===== src/hw/rtl/fra_pkg.sv =====
package fra_pkg;

  // Field widths and fixed-point format
  localparam int IN_W      = 32;
  localparam int FRAC_BITS = 16;
  localparam int DEN_BITS  = 16;
  localparam int NUM_W     = DEN_BITS + 1;
  // walk terms reach twice the largest denominator
  localparam int WK_W      = DEN_BITS + 1;
  // cross products: target term times a walk denominator sum
  localparam int PROD_W    = IN_W + DEN_BITS + 2;

  localparam logic [IN_W-1:0] ONE_FIXED = IN_W'(64'd1 << FRAC_BITS);

  // Configuration port
  localparam int CFG_AW = 3;
  localparam int CFG_DW = 32;
  localparam logic [CFG_AW-3:0] REG_MAX_DEN = '0;
  localparam logic [DEN_BITS-1:0] MAX_DEN_RESET = DEN_BITS'(1024);

  // Controller to datapath commands
  typedef struct packed {
    logic load;
    logic step;
    logic emit;
  } fra_cmd_t;

  // Datapath to controller status
  typedef struct packed {
    logic finish;
  } fra_sts_t;

endpackage


===== src/hw/rtl/fra_cfg.sv =====
module fra_cfg (
  input  logic                          clk,
  input  logic                          rst_n,
  input  logic                          psel,
  input  logic                          penable,
  input  logic                          pwrite,
  input  logic [fra_pkg::CFG_AW-1:0]    paddr,
  input  logic [fra_pkg::CFG_DW-1:0]    pwdata,
  output logic [fra_pkg::CFG_DW-1:0]    prdata,
  output logic                          pready,
  output logic [fra_pkg::DEN_BITS-1:0]  max_den
);
  import fra_pkg::*;

  logic [DEN_BITS-1:0] max_den_r, max_den_nxt;
  logic                hit;

  assign pready = 1'b1;
  assign hit    = (paddr[CFG_AW-1:2] == REG_MAX_DEN);

  // register write in the access phase
  always_comb begin
    max_den_nxt = max_den_r;
    if (psel && penable && pwrite && hit) begin
      max_den_nxt = pwdata[DEN_BITS-1:0];
    end
  end

  always_ff @(posedge clk) begin
    if (!rst_n) begin
      max_den_r <= MAX_DEN_RESET;
    end else begin
      max_den_r <= max_den_nxt;
    end
  end

  // read back
  assign prdata  = hit ? CFG_DW'(max_den_r) : '0;
  assign max_den = max_den_r;

endmodule


===== src/hw/rtl/fra_dp.sv =====
module fra_dp (
  input  logic                                clk,
  input  fra_pkg::fra_cmd_t                   cmd,
  output fra_pkg::fra_sts_t                   sts,
  input  logic [fra_pkg::DEN_BITS-1:0]        lim,
  input  logic signed [fra_pkg::IN_W-1:0]     in_value,
  output logic signed [fra_pkg::NUM_W-1:0]    res_num,
  output logic [fra_pkg::DEN_BITS-1:0]        res_den
);
  import fra_pkg::*;

  // item flags
  logic neg_r, neg_nxt;
  logic rcp_r, rcp_nxt;
  // bounds lo = lo_n/lo_d, hi = hi_n/hi_d
  logic [WK_W-1:0] lo_n_r, lo_n_nxt, lo_d_r, lo_d_nxt;
  logic [WK_W-1:0] hi_n_r, hi_n_nxt, hi_d_r, hi_d_nxt;
  // running cross products: tn*lo_d, lo_n*td, tn*hi_d, hi_n*td
  logic [PROD_W-1:0] llo_r, llo_nxt, rlo_r, rlo_nxt;
  logic [PROD_W-1:0] lhi_r, lhi_nxt, rhi_r, rhi_nxt;
  // output register
  logic signed [NUM_W-1:0] num_r, num_nxt;
  logic [DEN_BITS-1:0]     den_r, den_nxt;

  logic [IN_W-1:0]   mag, tn, td;
  logic              neg;
  logic [WK_W-1:0]   lim_x, mn, md, p, q, a, b;
  logic [PROD_W-1:0] lhs, rhs;
  logic              running, eq, gt;
  logic [NUM_W-1:0]  num_u;

  // sign and magnitude; the most negative input wraps to 2^31 unsigned
  assign neg = in_value[IN_W-1];
  assign mag = neg ? (~in_value + IN_W'(1)) : in_value;
  always_comb begin
    if (mag > ONE_FIXED) begin
      tn = ONE_FIXED;
      td = mag;
    end else begin
      tn = mag;
      td = ONE_FIXED;
    end
  end

  // mediant and its exact comparison with the target
  assign lim_x   = WK_W'(lim);
  assign mn      = lo_n_r + hi_n_r;
  assign md      = lo_d_r + hi_d_r;
  assign lhs     = llo_r + lhi_r;
  assign rhs     = rlo_r + rhi_r;
  assign running = (lo_d_r <= lim_x) && (hi_d_r <= lim_x);
  assign eq      = (lhs == rhs);
  assign gt      = (lhs > rhs);
  assign sts.finish = !running || eq;

  // answer pair once the walk has finished
  always_comb begin
    if (running) begin
      if (md <= lim_x) begin
        p = mn;
        q = md;
      end else if (hi_d_r > lo_d_r) begin
        p = hi_n_r;
        q = hi_d_r;
      end else begin
        p = lo_n_r;
        q = lo_d_r;
      end
    end else if (lo_d_r > lim_x) begin
      p = hi_n_r;
      q = hi_d_r;
    end else begin
      p = lo_n_r;
      q = lo_d_r;
    end
  end

  // swap for the reciprocal walk, then apply the sign
  assign a     = rcp_r ? q : p;
  assign b     = rcp_r ? p : q;
  assign num_u = NUM_W'(a);

  always_comb begin
    neg_nxt  = neg_r;
    rcp_nxt  = rcp_r;
    lo_n_nxt = lo_n_r;
    lo_d_nxt = lo_d_r;
    hi_n_nxt = hi_n_r;
    hi_d_nxt = hi_d_r;
    llo_nxt  = llo_r;
    rlo_nxt  = rlo_r;
    lhi_nxt  = lhi_r;
    rhi_nxt  = rhi_r;
    num_nxt  = num_r;
    den_nxt  = den_r;
    if (cmd.load) begin
      // start from 0/1 and 1/1
      neg_nxt  = neg;
      rcp_nxt  = (mag > ONE_FIXED);
      lo_n_nxt = '0;
      lo_d_nxt = WK_W'(1);
      hi_n_nxt = WK_W'(1);
      hi_d_nxt = WK_W'(1);
      llo_nxt  = PROD_W'(tn);
      rlo_nxt  = '0;
      lhi_nxt  = PROD_W'(tn);
      rhi_nxt  = PROD_W'(td);
    end else if (cmd.step) begin
      // mediant replaces one bound; its products are the sums
      if (gt) begin
        lo_n_nxt = mn;
        lo_d_nxt = md;
        llo_nxt  = lhs;
        rlo_nxt  = rhs;
      end else begin
        hi_n_nxt = mn;
        hi_d_nxt = md;
        lhi_nxt  = lhs;
        rhi_nxt  = rhs;
      end
    end
    if (cmd.emit) begin
      num_nxt = neg_r ? signed'(-num_u) : signed'(num_u);
      den_nxt = b[DEN_BITS-1:0];
    end
  end

  always_ff @(posedge clk) begin
    neg_r  <= neg_nxt;
    rcp_r  <= rcp_nxt;
    lo_n_r <= lo_n_nxt;
    lo_d_r <= lo_d_nxt;
    hi_n_r <= hi_n_nxt;
    hi_d_r <= hi_d_nxt;
    llo_r  <= llo_nxt;
    rlo_r  <= rlo_nxt;
    lhi_r  <= lhi_nxt;
    rhi_r  <= rhi_nxt;
    num_r  <= num_nxt;
    den_r  <= den_nxt;
  end

  assign res_num = num_r;
  assign res_den = den_r;

endmodule


===== src/hw/rtl/fra_ctrl.sv =====
module fra_ctrl (
  input  logic              clk,
  input  logic              rst_n,
  input  logic              in_valid,
  output logic              in_ready,
  output logic              out_valid,
  input  logic              out_ready,
  output fra_pkg::fra_cmd_t cmd,
  input  fra_pkg::fra_sts_t sts
);
  import fra_pkg::*;

  localparam logic S_IDLE = 1'b0;
  localparam logic S_WALK = 1'b1;

  logic state_r, state_nxt;
  logic out_valid_r, out_valid_nxt;
  logic slot_free;

  assign in_ready  = (state_r == S_IDLE);
  assign slot_free = !out_valid_r || out_ready;

  // commands: load on accept, step until finished, emit when the slot frees
  always_comb begin
    cmd.load = in_valid && in_ready;
    cmd.step = (state_r == S_WALK) && !sts.finish;
    cmd.emit = (state_r == S_WALK) && sts.finish && slot_free;
  end

  always_comb begin
    state_nxt = state_r;
    unique case (state_r)
      S_IDLE: begin
        if (cmd.load) begin
          state_nxt = S_WALK;
        end
      end
      S_WALK: begin
        if (cmd.emit) begin
          state_nxt = S_IDLE;
        end
      end
      default: state_nxt = S_IDLE;
    endcase
  end

  // result valid flag
  always_comb begin
    priority if (cmd.emit) begin
      out_valid_nxt = 1'b1;
    end else if (out_ready) begin
      out_valid_nxt = 1'b0;
    end else begin
      out_valid_nxt = out_valid_r;
    end
  end

  always_ff @(posedge clk) begin
    if (!rst_n) begin
      state_r     <= S_IDLE;
      out_valid_r <= 1'b0;
    end else begin
      state_r     <= state_nxt;
      out_valid_r <= out_valid_nxt;
    end
  end

  assign out_valid = out_valid_r;

endmodule


===== src/hw/rtl/farey_rational_approximation_unit.sv =====
// Channel  Direction  Handshake             Payload
// in       input      in_valid/in_ready     in_value_fixed (32, signed Q15.16)
// out      output     out_valid/out_ready   out_numerator (17, signed),
//                                            out_denominator (16)
// cfg      input      APB psel/penable      max_denominator at byte address 0
//
// One item at a time: the accept cycle loads the walk, then one mediant step
// per cycle, then the output register is written once the output slot frees.
// Steps never exceed max_denominator; the step loop, with its running cross
// products, sets how long an item takes.
// rst_n is synchronous; it clears control state and restores max_denominator.
// A waiting result holds the finished walk, and the next item is taken once
// the result has moved into the output register.
module farey_rational_approximation_unit (
  input  logic                               clk,
  input  logic                               rst_n,
  input  logic                               in_valid,
  output logic                               in_ready,
  input  logic signed [fra_pkg::IN_W-1:0]    in_value_fixed,
  output logic                               out_valid,
  input  logic                               out_ready,
  output logic signed [fra_pkg::NUM_W-1:0]   out_numerator,
  output logic [fra_pkg::DEN_BITS-1:0]       out_denominator,
  input  logic                               psel,
  input  logic                               penable,
  input  logic                               pwrite,
  input  logic [fra_pkg::CFG_AW-1:0]         paddr,
  input  logic [fra_pkg::CFG_DW-1:0]         pwdata,
  output logic [fra_pkg::CFG_DW-1:0]         prdata,
  output logic                               pready
);
  import fra_pkg::*;

  fra_cmd_t            cmd;
  fra_sts_t            sts;
  logic [DEN_BITS-1:0] max_den;

  // configuration register
  fra_cfg u_cfg (
    .clk     (clk),
    .rst_n   (rst_n),
    .psel    (psel),
    .penable (penable),
    .pwrite  (pwrite),
    .paddr   (paddr),
    .pwdata  (pwdata),
    .prdata  (prdata),
    .pready  (pready),
    .max_den (max_den)
  );

  // sequencer
  fra_ctrl u_ctrl (
    .clk       (clk),
    .rst_n     (rst_n),
    .in_valid  (in_valid),
    .in_ready  (in_ready),
    .out_valid (out_valid),
    .out_ready (out_ready),
    .cmd       (cmd),
    .sts       (sts)
  );

  // mediant walk
  fra_dp u_dp (
    .clk      (clk),
    .cmd      (cmd),
    .sts      (sts),
    .lim      (max_den),
    .in_value (in_value_fixed),
    .res_num  (out_numerator),
    .res_den  (out_denominator)
  );

endmodule


===== config.mk =====
export PLATFORM = sky130hd
export DESIGN_NAME = farey_rational_approximation_unit
export DESIGN_NICKNAME = d
export VERILOG_FILES = /design/src/hw/rtl/fra_pkg.sv /design/src/hw/rtl/fra_cfg.sv /design/src/hw/rtl/fra_dp.sv /design/src/hw/rtl/fra_ctrl.sv /design/src/hw/rtl/farey_rational_approximation_unit.sv
export SDC_FILE = /design/constraint.sdc
export NUM_CORES = 1
export LEC_CHECK = 0
export ABC_AREA = 1
export BUFFER_PORTS_ARGS = -buffer_cell sky130_fd_sc_hd__buf_2
export CAP_MARGIN = 20
export CELL_PAD_IN_SITES_DETAIL_PLACEMENT = 0
export CELL_PAD_IN_SITES_GLOBAL_PLACEMENT = 1
export CORE_UTILIZATION = 50
export CTS_CLUSTER_DIAMETER = 60
export DETAILED_ROUTE_END_ITERATION = 8
export PLACE_DENSITY = 0.95
export SYNTH_ARGS = -nofsm -noshare
export SYNTH_HDL_FRONTEND = slang
export SYNTH_SLANG_ARGS = --single-unit

===== constraint.sdc =====
create_clock -name clk -period 14 [get_ports clk]
set_input_delay 2.1 -clock clk [delete_from_list [all_inputs] [get_ports clk]]
set_output_delay 2.1 -clock clk [all_outputs]
set_load 0.005 [all_outputs]

==> results.md <==
* Number of nets in the layout at roughly 3,600
* Standard cell with the maximum stage delay on the critical path: buf_4
* Most frequent cells in the layout: nand2_1 (706), inv_1 (419), ha_1 (247), o21ai_0 (228), a21oi_1 (227)
* Remaining global-route overflow at 0
* TritonCTS clock tree: done
* Largest fanout on the critical path at 65
* Result of the run: finished clean
* Overall routing resource usage at roughly 28%
* Category of cells accounting for the largest share of critical-path delay: compound AO/OA/AOI/OAI gates
* Post-synthesis instance area at approximately 0.024 mm2
* Drt pass-1 iters at 7
* Final WL at between 60,000 and 70,000 um
* CTS root buffer: clkbuf_16
* Crit path buffers/inverters at 5
* Sink of the worst hold path: u_dp.llo_r[41]$_SDFFE_PP0P_
* WS Path Type: register to register
* Most frequent standard cell in the layout excluding fill and tap cells: nand2_1
* RSZ-0062 raised after global routing: no
* Setup Slack @ Placement at between 7 and 8 ns
* Actual transition at the worst max-transition pin at between 1 and 1.5 ns
* Count of maximum capacitance violations at 0
* Gate count after technology mapping at about 3,200
* Worst setup skew after layout at ~0.014 ns
* Die outline width at 221.2 um
* Post-synthesis sequential element count at 321
* Clock network latency to the later pin of the worst-skew pair at 0.57 ns
* Number of cells traversed by the worst hold path at 2
* Via count at approximately 22,000
* Total core area at between 0.04 and 0.05 mm2
* Area occupied by registers at 0.007737 mm2
* Number of buffers on the longest clock path at 3
* Number of antenna violations at the first check in global routing at 0
* Ys flop type: dfxtp_1
* Area occupied by multi-input gates at roughly 0.014 mm2
* Setup slack after layout at approximately 7.5 ns
* Post-synth EDFFs at approximately 130
* Overall die area at between 0.04 and 0.05 mm2
* Syn_area_per_cell at ~7.4 um2
* Final cycle utilization of the critical path at a little under half
* Maximum frequency from static timing analysis at around 150 MHz
* Buffers added on ports at between 100 and 150
* Biggest cell delay along the critical path at 0.76 ns
* Headroom to the max-slew limit at 30.21%
* Hold Startpoint: u_dp.llo_r[41]$_SDFFE_PP0P_
* Cell Rows at ~80
* Final critical-path required period at approximately 6.5 ns
* Worst Hold Class: register to register
* Average wire per standard cell at between 15 and 20 um
* Crit start category: register
* Global-route wire length before repair at between 100,000 and 150,000 um
* Via density per instance at 5.640
* Drc violations at 0
* Crit path required time at approximately 14 ns
* Critical path data arrival time at around 6.7 ns
* Worst Reg-to-Reg Cells at 23
* Sequential-to-total area share from yosys stat at 32.22%
* TritonCTS Sinks at 321
* Async set-or-reset flop fraction in the synthesized netlist at 0%
* Number of H-tree branching levels at 2
* Final RePlAce weighted congestion at ~0.92
* Clock-pin transition on the worst setup and hold timing paths at 0.05 ns
* Final slew viol count at 0
* Antenna cell count at 0
* Gates resized, CTS repair at 0
* Share of layout cells above drive strength 1 at 8.597%
* Number of hold violations in the final report at 0
* Count of fill cells added during filler insertion at 4,465
* FF-to-FF End: u_dp.llo_r[14]$_DFFE_PP_
* Endpoint type of the worst setup path: register
* Launching point of the worst reg2reg path: u_dp.rlo_r[0]$_SDFFE_PP0P_
* TNS Setup at 0 ns
* Detailed router's first-iteration violation count at roughly 1,800
* Pin count of the biggest net entering global routing at 84
* Top Ports at between 100 and 150
* Total CTS buffers at 42
* Setup-violating endpoint count in the final report at 0
* Hold buffers post-CTS at 0
* List of cells traversed by the critical path: ha_1, inv_1, fa_1, o21ai_1, a21oi_1, o21ai_0, nand3_1, nand2_1, nand3_1, a21oi_1, xor2_1, ha_1, nand2_1, inv_1, nand3_1, nor4_1, a41oi_1, nand2_1, nor2_2, buf_4, nor2_4, clkinv_2, buf_4
* Number of warning messages in the yosys log at 0
* Number of setup buffers added after CTS at 0
* Number of nets with antenna violations after routing at 0
* Die span in y at 221.2 um
* Area grow syn2layout at 9.534%
* Via count of the first global-routing pass at 22,026
* Total half-perimeter wirelength after legalization and detailed placement at roughly 52,000 um
* Setup slack of the most critical reg-to-reg path at around 7.5 ns
* Count of cell types in the netlist at 67
* Starting Density at 51.15%
-- synthesized netlist by cell type (54+ instances only) --
master | n | share of area, %
nand2_1 | 707 | 11
inv_1 | 422 | 6.6
ha_1 | 247 | 13
o21ai_0 | 228 | 4.8
a21oi_1 | 227 | 4.7
nor2_1 | 222 | 3.5
dfxtp_1 | 190 | 16
nand3_1 | 165 | 3.4
edfxtp_1 | 131 | 16
xor2_1 | 100 | 3.6
a31oi_1 | 61 | 1.6
xnor2_1 | 55 | 2.0
clkbuf_1 | 54 | 0.84
-- layout make-up --
| class | count | area share [%] |
|---|---|---|
| Multi-Input combinational cell | 2399 | 53.83 |
| Clock inverter | 22 | 0.8466 |
| Inverter | 434 | 6.202 |
| Sequential cell | 321 | 29.41 |
| Clock buffer | 54 | 4.404 |
| Tap cell | 607 | 2.887 |
| Timing Repair Buffer | 120 | 2.416 |
-- how the worst max path moves through the flow --
stage,startpoint,endpoint,cells after the start
detailed placement,u_dp.lhi_r[0]$_DFFE_PP_,u_dp.llo_r[1]$_DFFE_PP_,27
finish,u_dp.rlo_r[0]$_SDFFE_PP0P_,u_dp.llo_r[14]$_DFFE_PP_,23
floorplan,u_dp.lhi_r[0]$_DFFE_PP_,u_ctrl.state_r$_SDFF_PN0_,24
global placement,u_dp.rlo_r[0]$_SDFFE_PP0P_,u_dp.llo_r[20]$_DFFE_PP_,26
global route,u_dp.rhi_r[2]$_DFFE_PP_,u_dp.llo_r[14]$_DFFE_PP_,26
CTS,u_dp.rhi_r[2]$_DFFE_PP_,u_dp.llo_r[14]$_DFFE_PP_,26
-- registers in the layout, indices dropped and copies added, names as in the netlist --
name,flops
u_dp.res_den,16
u_dp.rhi_r,50
u_dp.lo_d_r,17
u_dp.llo_r,50
u_dp.lhi_r,50
u_dp.lo_n_r,17
u_dp.res_num,17
u_dp.rcp_r,1
u_dp.rlo_r,50
u_ctrl.out_valid,1
u_cfg.max_den,16
u_dp.neg_r,1
u_dp.hi_n_r,17
u_ctrl.state_r,1
u_dp.hi_d_r,17
-- tightest hold or removal path, cell delays in order, from the launching register on --
cell,delay [ns]
dfxtp_1,0.31
nand2_1,0.06
nand2_1,0.04
-- per-layer routing --
| metal | up-vias | track usage (%) | share of wire [%] |
|---|---|---|---|
| li1 | 11088 | - | - |
| met1 | 10417 | 33.89 | 42 |
| met2 | 654 | 49.72 | 48 |
| met3 | 157 | 3.014 | 4.9 |
| met4 | 0 | 13.87 | 4.4 |
| met5 | - | 0 | 0 |
-- logic make-up after synthesis --
| logic type | after synthesis | synth area share, % |
|---|---|---|
| other | 2 | 0.03127 |
| and+or+nand+nor | 1240 | 22.13 |
| xor gates and xnor gates | 155 | 5.653 |
| muxes | 1 | 0.04168 |
| DFF | 321 | 32.22 |
| AOI/OAI and AO/OA | 735 | 17.58 |
| buffers and inverters | 542 | 9.148 |
| adders and majority gates | 251 | 13.20 |
-- metrics by stage --
| stage | instances | instance area, um2 | hold slack, ns | util [%] |
|---|---|---|---|---|
| 2_1_floorplan | 3262 | 24070 | 0.4228 | - |
| 3_3_place_gp | 3881 | 24930 | 0.4322 | 53.09 |
| 3_5_place_dp | 3881 | 24930 | 0.4392 | 53.09 |
| 4_1_cts | 3957 | 26310 | 0.4528 | 56.03 |
| 5_1_grt | 3957 | 26310 | 0.4672 | 56.03 |
| 6_report | 3957 | 26310 | 0.4503 | 56.03 |
Power is left out: the tool's default activity adds up to more than one toggle a clock period on the data nets, which glitch-free logic cannot reach.
